--- src/hw/rtl/cse_pkg.sv ---
// ----------------------------------------------------------------------------
// cse_pkg
// Shared widths, types and command/status structs for the cosine engine.
// ----------------------------------------------------------------------------
package cse_pkg;

    localparam int ELEM_WIDTH = 16;
    localparam int ACC_W      = 44;
    localparam int ROOT_W     = 22;
    localparam int DEN_W      = 44;
    localparam int NUM_W      = 58;
    localparam int Q_W        = 15;
    localparam int OUT_W      = 16;
    localparam int CFG_W      = 16;
    localparam int FRAC_OUT   = 14;
    localparam logic [Q_W-1:0] ONE_OUT = 15'd16384;

    typedef struct packed {
        logic accumulate;
        logic start_sqrt;
        logic sqrt_step;
        logic mult;
        logic start_div;
        logic div_step;
        logic finish;
        logic clear;
    } cse_cmd_t;

    typedef struct packed {
        logic sqrt_done;
        logic div_done;
        logic degenerate;
    } cse_status_t;

endpackage

--- src/hw/rtl/cosine_similarity_engine.sv ---
// ----------------------------------------------------------------------------
// cosine_similarity_engine
// Cosine similarity of two streamed vectors in Q2.14.
// ----------------------------------------------------------------------------
// Element pairs are taken one per cycle while the block accumulates. After
// the pair marked last, the block works out the result in order: a setup
// state, two 22-step square roots in parallel, the root product, a divider
// setup state, a 58-step restoring divider and a final load of the result
// register. Input is held off until that result is taken.
module cosine_similarity_engine
    import cse_pkg::*;
(
    input  logic        clk,
    input  logic        rst_n,
    input  logic        s_tvalid,
    output logic        s_tready,
    input  logic [31:0] s_tdata,   // a_elem [15:0], b_elem [31:16]
    input  logic        s_tlast,   // last
    output logic        m_tvalid,
    input  logic        m_tready,
    output logic [15:0] m_tdata,   // similarity [15:0]
    output logic        m_tuser,   // degenerate
    input  logic        cfg_valid,
    output logic        cfg_ready,
    input  logic [15:0] cfg_data
);

    logic [CFG_W-1:0] min_den_reg;
    cse_cmd_t         cmd;
    cse_status_t      status;

    always_ff @(posedge clk or negedge rst_n)
    begin
        if (!rst_n)
            min_den_reg <= 16'd2;
        else if (cfg_valid)
            min_den_reg <= cfg_data;
    end
    assign cfg_ready = 1'b1;

    cse_ctrl u_ctrl (
        .clk       (clk),
        .rst_n     (rst_n),
        .in_fire   (s_tvalid && s_tready),
        .in_last   (s_tlast),
        .out_ready (m_tready),
        .status    (status),
        .cmd       (cmd),
        .in_ready  (s_tready),
        .out_valid (m_tvalid)
    );

    cse_datapath u_dp (
        .clk             (clk),
        .rst_n           (rst_n),
        .a_elem          (s_tdata[ELEM_WIDTH-1:0]),
        .b_elem          (s_tdata[2*ELEM_WIDTH-1:ELEM_WIDTH]),
        .min_denominator (min_den_reg),
        .cmd             (cmd),
        .status          (status),
        .similarity      (m_tdata),
        .degenerate      (m_tuser)
    );

endmodule

--- src/hw/rtl/cse_datapath.sv ---
// ----------------------------------------------------------------------------
// cse_datapath
// Saturating accumulators, two-bit-per-step square roots, root product and
// one-bit-per-step restoring divider.
// ----------------------------------------------------------------------------
module cse_datapath
    import cse_pkg::*;
(
    input  logic                         clk,
    input  logic                         rst_n,
    input  logic signed [ELEM_WIDTH-1:0] a_elem,
    input  logic signed [ELEM_WIDTH-1:0] b_elem,
    input  logic [CFG_W-1:0]             min_denominator,
    input  cse_cmd_t                     cmd,
    output cse_status_t                  status,
    output logic [OUT_W-1:0]             similarity,
    output logic                         degenerate
);

    localparam int PROD_W = 2 * ELEM_WIDTH;
    localparam logic signed [ACC_W+1:0] ACC_MAX = (46'sd1 <<< (ACC_W - 1)) - 46'sd1;
    localparam logic signed [ACC_W+1:0] ACC_MIN = -(46'sd1 <<< (ACC_W - 1));

    logic signed [ACC_W-1:0] dot_reg, dot_next;
    logic signed [ACC_W-1:0] asq_reg, asq_next;
    logic signed [ACC_W-1:0] bsq_reg, bsq_next;

    logic [ACC_W-1:0]  ax_reg, bx_reg;
    logic [ROOT_W-1:0] ar_reg, br_reg;
    logic [4:0]        step_reg;
    logic [DEN_W-1:0]  den_reg;
    logic [NUM_W-1:0]  num_reg;
    logic [DEN_W:0]    rem_reg;
    logic              neg_reg;
    logic [5:0]        dstep_reg;
    logic [OUT_W-1:0]  sim_reg;
    logic              degen_reg;

    function automatic logic signed [ACC_W-1:0] sat_add(
        input logic signed [ACC_W-1:0] acc,
        input logic signed [PROD_W-1:0] term
    );
        logic signed [ACC_W+1:0] s;
        begin
            s = {{2{acc[ACC_W-1]}}, acc} + (ACC_W + 2)'(term);
            if (s > ACC_MAX)
                sat_add = ACC_MAX[ACC_W-1:0];
            else if (s < ACC_MIN)
                sat_add = ACC_MIN[ACC_W-1:0];
            else
                sat_add = s[ACC_W-1:0];
        end
    endfunction

    // One iteration: bring down two radicand bits, try root*4+1.
    function automatic logic [ACC_W+ROOT_W-1:0] sqrt_iter(
        input logic [ACC_W-1:0]  x,
        input logic [ROOT_W-1:0] r,
        input logic [ACC_W-1:0]  remv
    );
        logic [ROOT_W+2:0] rem_w;
        logic [ROOT_W+2:0] trial;
        begin
            rem_w = {remv[ROOT_W:0], x[ACC_W-1:ACC_W-2]};
            trial = {1'b0, r, 2'b01};
            if (rem_w >= trial)
                sqrt_iter = {ACC_W'(rem_w - trial), r[ROOT_W-2:0], 1'b1};
            else
                sqrt_iter = {ACC_W'(rem_w), r[ROOT_W-2:0], 1'b0};
        end
    endfunction

    logic [ACC_W-1:0] arem_reg, brem_reg;
    logic [ACC_W+ROOT_W-1:0] a_it, b_it;
    logic signed [PROD_W-1:0] pab, paa, pbb;
    logic [DEN_W:0] rem_sh;
    logic [ACC_W-1:0] dot_mag;

    assign a_it = sqrt_iter(ax_reg, ar_reg, arem_reg);
    assign b_it = sqrt_iter(bx_reg, br_reg, brem_reg);
    assign pab = a_elem * b_elem;
    assign paa = a_elem * a_elem;
    assign pbb = b_elem * b_elem;
    assign rem_sh = {rem_reg[DEN_W-1:0], num_reg[NUM_W-1]};
    assign dot_mag = dot_reg[ACC_W-1] ? ACC_W'(-dot_reg) : dot_reg;

    always_comb
    begin
        dot_next = dot_reg;
        asq_next = asq_reg;
        bsq_next = bsq_reg;
        if (cmd.clear)
        begin
            dot_next = '0;
            asq_next = '0;
            bsq_next = '0;
        end
        else if (cmd.accumulate)
        begin
            dot_next = sat_add(dot_reg, pab);
            asq_next = sat_add(asq_reg, paa);
            bsq_next = sat_add(bsq_reg, pbb);
        end
    end

    always_ff @(posedge clk or negedge rst_n)
    begin
        if (!rst_n)
        begin
            dot_reg   <= '0;
            asq_reg   <= '0;
            bsq_reg   <= '0;
            step_reg  <= '0;
            dstep_reg <= '0;
        end
        else
        begin
            dot_reg <= dot_next;
            asq_reg <= asq_next;
            bsq_reg <= bsq_next;
            if (cmd.start_sqrt)
                step_reg <= '0;
            else if (cmd.sqrt_step)
                step_reg <= step_reg + 5'd1;
            if (cmd.start_div)
                dstep_reg <= '0;
            else if (cmd.div_step)
                dstep_reg <= dstep_reg + 6'd1;
        end
    end

    always_ff @(posedge clk)
    begin
        if (cmd.start_sqrt)
        begin
            ax_reg   <= asq_reg;
            bx_reg   <= bsq_reg;
            ar_reg   <= '0;
            br_reg   <= '0;
            arem_reg <= '0;
            brem_reg <= '0;
            neg_reg  <= dot_reg[ACC_W-1];
            num_reg  <= {dot_mag, {FRAC_OUT{1'b0}}};
        end
        else if (cmd.sqrt_step)
        begin
            ax_reg   <= {ax_reg[ACC_W-3:0], 2'b00};
            bx_reg   <= {bx_reg[ACC_W-3:0], 2'b00};
            ar_reg   <= a_it[ROOT_W-1:0];
            br_reg   <= b_it[ROOT_W-1:0];
            arem_reg <= a_it[ACC_W+ROOT_W-1:ROOT_W];
            brem_reg <= b_it[ACC_W+ROOT_W-1:ROOT_W];
        end
        if (cmd.mult)
            den_reg <= ar_reg * br_reg;
        if (cmd.start_div)
        begin
            rem_reg   <= '0;
            degen_reg <= (den_reg <= DEN_W'(min_denominator));
        end
        else if (cmd.div_step)
        begin
            num_reg <= {num_reg[NUM_W-2:0], (rem_sh >= {1'b0, den_reg})};
            if (rem_sh >= {1'b0, den_reg})
                rem_reg <= rem_sh - {1'b0, den_reg};
            else
                rem_reg <= rem_sh;
        end
        if (cmd.finish)
        begin
            if (degen_reg)
                sim_reg <= '0;
            else if (num_reg > NUM_W'(ONE_OUT))
                sim_reg <= neg_reg ? -OUT_W'(ONE_OUT) : OUT_W'(ONE_OUT);
            else
                sim_reg <= neg_reg ? -num_reg[OUT_W-1:0] : num_reg[OUT_W-1:0];
        end
    end

    assign status.sqrt_done  = (step_reg == 5'(ROOT_W - 1));
    assign status.div_done   = (dstep_reg == 6'(NUM_W - 1));
    assign status.degenerate = degen_reg;
    assign similarity = sim_reg;
    assign degenerate = degen_reg;

endmodule

--- src/hw/rtl/cse_ctrl.sv ---
// ----------------------------------------------------------------------------
// cse_ctrl
// Sequencer: accumulate, square roots, product, divide, output hold.
// ----------------------------------------------------------------------------
module cse_ctrl
    import cse_pkg::*;
(
    input  logic        clk,
    input  logic        rst_n,
    input  logic        in_fire,
    input  logic        in_last,
    input  logic        out_ready,
    input  cse_status_t status,
    output cse_cmd_t    cmd,
    output logic        in_ready,
    output logic        out_valid
);

    typedef enum logic [7:0] {
        S_ACC   = 8'b00000001,
        S_SQRT0 = 8'b00000010,
        S_SQRT  = 8'b00000100,
        S_MULT  = 8'b00001000,
        S_DIV0  = 8'b00010000,
        S_DIV   = 8'b00100000,
        S_FIN   = 8'b01000000,
        S_OUT   = 8'b10000000
    } state_t;

    state_t state_reg, state_next;

    always_comb
    begin
        state_next = state_reg;
        cmd = '0;
        unique case (state_reg)
            S_ACC:
            begin
                cmd.accumulate = in_fire;
                if (in_fire && in_last)
                    state_next = S_SQRT0;
            end
            S_SQRT0:
            begin
                cmd.start_sqrt = 1'b1;
                state_next = S_SQRT;
            end
            S_SQRT:
            begin
                cmd.sqrt_step = 1'b1;
                if (status.sqrt_done)
                    state_next = S_MULT;
            end
            S_MULT:
            begin
                cmd.mult  = 1'b1;
                cmd.clear = 1'b1;
                state_next = S_DIV0;
            end
            S_DIV0:
            begin
                cmd.start_div = 1'b1;
                state_next = S_DIV;
            end
            S_DIV:
            begin
                cmd.div_step = 1'b1;
                if (status.div_done)
                    state_next = S_FIN;
            end
            // quotient is complete here; load the result register
            S_FIN:
            begin
                cmd.finish = 1'b1;
                state_next = S_OUT;
            end
            S_OUT:
            begin
                if (out_ready)
                    state_next = S_ACC;
            end
            default:
                state_next = S_ACC;
        endcase
    end

    always_ff @(posedge clk or negedge rst_n)
    begin
        if (!rst_n)
            state_reg <= S_ACC;
        else
            state_reg <= state_next;
    end

    assign in_ready  = (state_reg == S_ACC);
    assign out_valid = (state_reg == S_OUT);

endmodule

--- config.mk ---
export PLATFORM = sky130hd
export DESIGN_NAME = cosine_similarity_engine
export DESIGN_NICKNAME = d
export VERILOG_FILES = /design/src/hw/rtl/cse_pkg.sv /design/src/hw/rtl/cosine_similarity_engine.sv /design/src/hw/rtl/cse_datapath.sv /design/src/hw/rtl/cse_ctrl.sv
export SDC_FILE = /design/constraint.sdc
export NUM_CORES = 2
export LEC_CHECK = 0
export ABC_CLOCK_PERIOD_IN_PS = 9000
export BUFFER_PORTS_ARGS = -buffer_cell sky130_fd_sc_hd__buf_2
export CORE_MARGIN = 2
export CORE_UTILIZATION = 30
export CTS_BUF_LIST = sky130_fd_sc_hd__clkbuf_8
export DETAILED_ROUTE_END_ITERATION = 16
export PLACE_DENSITY = 0.47
export SKIP_CTS_REPAIR_TIMING = 1
export SYNTH_ARGS = -nofsm -noshare
export SYNTH_HDL_FRONTEND = slang
export SYNTH_SLANG_ARGS = --single-unit
--- constraint.sdc ---
create_clock -name clk -period 9 [get_ports clk]
set_clock_uncertainty 0.1 [all_clocks]
set_input_delay 1.35 -clock clk [delete_from_list [all_inputs] [get_ports clk]]
set_output_delay 1.35 -clock clk [all_outputs]
set_load 0.02 [all_outputs]
After elaboration in Yosys (flattened, before gate mapping)
Index checks and enable logic that the tools add are counted.
{ "classes": {"n_addsub": 10, "mul": 4, "order_cmp": 11, "eq_ne": 14, "muxes": 42, "n_reduce_logical": 6} }
{ "ops": {"columns": ["op", "count"], "rows": [
  ["$mux W44", 18],
  ["$mux W58", 3],
  ["$gt A46 B44 Y1 const B", 3],
  ["$lt A46 B44 Y1 const B", 3],
  ["$add A44 B32 Y45", 3],
  ["$mul A16 B16 Y32", 3],
  ["$mux W45", 2],
  ["$pmux W8 S8", 1],
  ["$gt A58 B15 Y1 const B", 1],
  ["$ge A25 B24 Y1", 2],
  ["$mux W16", 3],
  ["$sub A23 B23 Y23", 2],
  ["$ge A45 B44 Y1", 1],
  ["$le A44 B16 Y1", 1],
  ["$mul A22 B22 Y44", 1],
  ["$neg A44 Y44", 1],
  ["$sub A44 B44 Y44", 1],
  ["$mux W8", 4],
  ["$neg A16 Y16", 1],
  ["$mux W6", 2],
  ["$mux W5", 2],
  ["$eq A8 B1 Y1 const B", 1],
  ["$eq A8 B2 Y1 const B", 1],
  ["$eq A8 B3 Y1 const B", 1],
  ["15 further kinds", 26]
]} }
{ "totals": {"regBits": 509, "in_bits": 54, "output_inout_bits": 20, "wordCells": 106} }

Depth between registers and ports, before layout
{ "logic_depth": {"ltp_word": 7, "mapped_depth": 29, "mapped_depth_nobuf": 26} }

Cells and area by module
From an unflattened synthesis, not the netlist that was laid out.
{ "hier_totals": {"hier_cells": 8610, "area_unflattened_um2": 79586.3} }
{ "by_module_without_submodules": {"columns": ["module", "instances", "cells_per_inst", "area_each_um2", "seq_area_each_um2"], "rows": [
  ["cse_datapath", 1, 8525, 78425.2, 11926.4],
  ["cosine_similarity_engine", 1, 37, 668.1, 401.6],
  ["cse_ctrl", 1, 48, 493.0, 201.4]
]} }

Worst setup path after synthesis
OpenSTA, ideal clock, no wires.
{ "synth_timing": {"kind": "input -> register", "startpoint": "input s_tdata[17]", "endpoint": "register u_dp.dot_reg[17]", "setup_time_ps": 126, "arrival_ps": 8482, "required_ps": 8774, "slack_ps": 292, "cell_stages": 25, "n_path_buf": 3, "cell_sequence": "clkbuf_1 clkbuf_1 nand2_1 inv_1 fa_1 inv_1 fa_1 fa_1 fa_1 inv_1 fa_1 inv_1 fa_1 inv_1 ha_1 a21o_1 a21oi_1 o21ai_0 a211o_1 and4bb_1 a211oi_4 xnor2_2 a21oi_4 buf_6 a221o_1"} }
{ "synth_between": {"elab_chain_cells": 7, "elab_cells_between_ends": 8, "cone_classes": "add/sub: 1; mul: 1; order compare: 2; mux: 4"} }
{ "synth_lines": {"columns": ["item", "line_no", "text"], "rows": [
  ["start, declared", "cosine_similarity_engine.sv:17", "input logic [31:0] s_tdata,"],
  ["$mul A16 B16 Y32 (*)", "cse_datapath.sv:81", "assign pab = a_elem * b_elem;"],
  ["$add A44 B32 Y45 (*)", "cse_datapath.sv:45", "s = {{2{acc[ACC_W-1]}}, acc} + (ACC_W + 2)'(term);"],
  ["$lt A46 B44 Y1", "cse_datapath.sv:48", "else if (s < ACC_MIN)"],
  ["$mux W44", "cse_datapath.sv:48", null],
  ["$mux W44 (*)", "cse_datapath.sv:46", "if (s > ACC_MAX)"],
  ["$mux W44 (*)", "cse_datapath.sv:98", "else if (cmd.accumulate)"],
  ["$mux W44 (*)", "cse_datapath.sv:92", "if (cmd.clear)"],
  ["end signal, assigned", "cse_datapath.sv:118", "dot_reg <= dot_next;"],
  ["end, declared", "cse_datapath.sv:24", "logic signed [ACC_W-1:0] dot_reg, dot_next;"]
]} }
Every way passes the cells marked *; elsewhere a longest branch is shown, timed or not. The select of a mux whose other input is x is not followed.
A chain may end at the register's enable or synchronous reset.

Worst setup path after layout
{ "layout_timing": {"startpoint": "input s_tdata[10]", "endpoint": "register u_dp.asq_reg[22]"} }
{ "layout_between": {"elab_chain_cells": 7, "elab_cells_between_ends": 8, "cone_classes": "add/sub: 1; mul: 1; order compare: 2; mux: 4"} }
{ "layout_lines": {"columns": ["item", "line_no", "text"], "rows": [
  ["$mul A16 B16 Y32 (*)", "cse_datapath.sv:82", "assign paa = a_elem * a_elem;"],
  ["$add A44 B32 Y45 (*)", "cse_datapath.sv:45", null],
  ["$lt A46 B44 Y1", "cse_datapath.sv:48", null],
  ["$mux W44", "cse_datapath.sv:48", null],
  ["$mux W44 (*)", "cse_datapath.sv:46", null],
  ["$mux W44 (*)", "cse_datapath.sv:98", null],
  ["$mux W44 (*)", "cse_datapath.sv:92", null],
  ["end signal, assigned", "cse_datapath.sv:119", "asq_reg <= asq_next;"],
  ["end, declared", "cse_datapath.sv:25", "logic signed [ACC_W-1:0] asq_reg, asq_next;"]
]} }
Marked as above.

==> results.json <==
{
  "fp.dieW_microns": 517,
  "numPortBuffers": 72,
  "start_util_pct": 30.2,
  "grt_pass1_wl_microns": 359000,
  "gp_congestion": 0.855,
  "grt_usage_pct": 17.0,
  "clock-sinks": 509,
  "vias": 58200,
  "crit_fanout": 36,
  "worstSkewPairLatency_ns": 0.85,
  "cts_root_buf": "clkbuf_8",
  "drive_gt1_share_pct": 6.61,
  "wl_per_cell_microns": 17.9,
  "critPathLaunchType": "primary input",
  "firstDrtPassIters": 6,
  "drt-initial-drc-count": 3052,
  "ys_seq_elements": 509,
  "cts_made_buffers": 102,
  "drc": 0,
  "synth.top_cells.by_area": "fa_1 35%, ha_1 11%, inv_1 8.7%",
  "fin_crit_ns": 8.42,
  "tightest_slew_ns": 1.06,
  "synthArstFlopShare_pct": 32.8,
  "syn-cell-area_sq_um": 79100,
  "synth_nets": 10800,
  "maxCapViolations": 0,
  "viasPerCell": 4.71,
  "die_y_microns": 517,
  "synth_ff_type": "dfxtp_1",
  "rsz0062_at_grt": "no",
  "yosysWarnings": 0,
  "hold_end": "u_dp.num_reg[35]$_DFF_P_",
  "grt-ovfl-total": 0,
  "cp_top_family": "adder cells",
  "regToRegSetupSlack_ns": 0.71,
  "end_kind": "flip-flop",
  "worstHoldPathCells": 2,
  "slew_violations": 0,
  "synth_edf_count": 150,
  "antenna_found_initial": 8,
  "crit_buf_inv": 7,
  "avgSynthCellArea_sq_um": 9.13,
  "yosysTopAreaCell": "fa_1",
  "cts_max_level": 3,
  "hp-class": "reg -> reg",
  "rows": 188,
  "cts.reportedPaths.clkPinSlew_ns": 0.06,
  "min_period_over_period_pct": 93.6,
  "r2r-start": "u_dp.ar_reg[4]$_SDFFE_PP0N_",
  "final-hold-violation-count": 0,
  "synthCells": 8666,
  "clockBufferDepth": 3,
  "die-area_sq_um": 268000,
  "cts_tree": "yes",
  "totalWireLength_microns": 222000,
  "critPathMaxStageDelay_ns": 0.53,
  "whs_ns": 0.355,
  "slowest_stage": "or3_1",
  "synth_seq_area_share_pct": 15.8,
  "outcome": "complete, no violations",
  "hpwl_microns": 181000,
  "antenna_left": 0,
  "setup_viol": 0,
  "synth_cell_type_count": 100,
  "holdCritStartpoint": "u_dp.num_reg[34]$_DFF_P_",
  "largest_reg_flops": 58,
  "area_delta_synth_final_pct": 9.90,
  "core-area_sq_um": 262000,
  "worstPathArrival_ns": 9.06,
  "crit_type": "in -> reg",
  "grt_pass1_vias": 62900,
  "nNetsFinal": 10900,
  "relSlewSlack_pct": 29.0,
  "reg2reg_depth": 21,
  "num_io_pins": 74,
  "grt_max_degree": 164,
  "timing.rr.end": "u_dp.den_reg[43]$_DFFE_PN_",
  "synth_top_area_share_pct": 35.0,
  "max_freq_mhz": 119,
  "cpMostUsedCell": "fa_1",
  "required_ns": 9.64
}
cells in the final DEF (no fill, tap or decap), types with 187 or more instances in the layout:
cell        n
inv_1    1854
nor2_1    400
fa_1     1383
nand2_1  1196
ha_1      685
o21ai_0   265
a21oi_1   292
xnor2_1   187
buf_4     274
dfxtp_1   192
and2_1    204
metal layers:
metal | routed length (microns) | GRT usage (%) | share of wire [%]
met2 | 101000 | 27.7 | 46
met3 | 8690 | 1.85 | 3.9
met1 | 107000 | 24.1 | 48
met5 | 0 | 0 | 0
met4 | 4680 | 3.93 | 2.1
layout make-up:
| class | instances | area [sq um] |
|---|---|---|
| Tap cell | 3515 | 4400 |
| Antenna cell | 11 | 27.5 |
| Multi-Input combinational cell | 5936 | 58200 |
| Fill cell | 27300 | 175000 |
| Clock buffer | 117 | 1610 |
| Sequential cell | 509 | 12500 |
| Clock inverter | 75 | 559 |
| Inverter | 1837 | 6900 |
| Timing Repair Buffer | 359 | 2690 |
tightest hold or removal path: stages, from the launching register on:
cell     delay, ns
dfxtp_1       0.33
nand2_1       0.05
o21ai_0       0.06
cells by family after synthesis:
family / synth area share (%)
buf+inv: 10.7
xor+xnor: 3.61
compound gates: 10.6
flops: 15.8
fa+ha+maj: 45.9
mux: 0.815
other cells: 0.00474
simple gates: 12.5
how the worst max path moves through the flow:
stage	end	cells past startpoint	from	slack, ns
after CTS	u_dp.asq_reg[12]$_DFFE_PN0P_	25	s_tdata[10]	0.53
final	u_dp.asq_reg[22]$_DFFE_PN0P_	25	s_tdata[10]	0.58
after detailed placement	u_dp.asq_reg[13]$_DFFE_PN0P_	25	s_tdata[10]	-0.35
after floorplan	u_dp.dot_reg[17]$_DFFE_PN0P_	25	s_tdata[17]	0.29
after global placement	u_dp.asq_reg[21]$_DFFE_PN0P_	25	s_tdata[10]	-0.27
after global routing	u_dp.asq_reg[42]$_DFFE_PN0P_	24	s_tdata[10]	0.16
synth_stat cells (8+ instances only):
| cell | count |
|---|---|
| a21oi_1 | 292 |
| a21o_1 | 140 |
| a31o_2 | 13 |
| and3_1 | 28 |
| or2_2 | 9 |
| and2_1 | 204 |
| edfxtp_1 | 150 |
| a32oi_1 | 14 |
| and4_1 | 9 |
| nor2b_1 | 50 |
| nor2_1 | 404 |
| inv_1 | 1827 |
| dfxtp_1 | 192 |
| o22ai_1 | 46 |
| nor4_1 | 30 |
| o311ai_0 | 11 |
| nand2_1 | 1197 |
| or3_1 | 17 |
| o31ai_1 | 29 |
| a2111oi_0 | 8 |
| clkbuf_1 | 330 |
| fa_1 | 1383 |
| a31oi_1 | 35 |
| nor3_1 | 46 |
| xnor2_1 | 187 |
| nand4_1 | 53 |
| nand3_1 | 77 |
| o21ai_0 | 265 |
| o21a_1 | 37 |
| buf_2 | 22 |
| a211oi_1 | 40 |
| nand2b_1 | 42 |
| dfrtp_1 | 165 |
| o21ai_1 | 42 |
| a211o_1 | 14 |
| o21bai_1 | 31 |
| ha_1 | 685 |
| buf_1 | 21 |
| a221o_1 | 114 |
| o211ai_1 | 15 |
| mux2i_1 | 61 |
| maj3_1 | 8 |
| xor2_1 | 134 |
| a22o_1 | 26 |
stage by stage:
step | area, sq um | instances | TNS [ns] | setup slack [ns] | util [%]
5_1_grt | 86900 | 12400 | 0 | 0.162 | 33.1
3_3_place_gp | 84700 | 12200 | -10.74 | -0.268 | 32.3
4_1_cts | 86900 | 12300 | 0 | 0.534 | 33.1
2_1_floorplan | 79100 | 8666 | 0 | 0.292 | -
3_5_place_dp | 84700 | 12200 | -13.67 | -0.346 | 32.3
6_report | 86900 | 12400 | 0 | 0.577 | 33.1
Power is left out: the tool's default activity adds up to more than one toggle a clock period on the data nets, which glitch-free logic cannot reach.
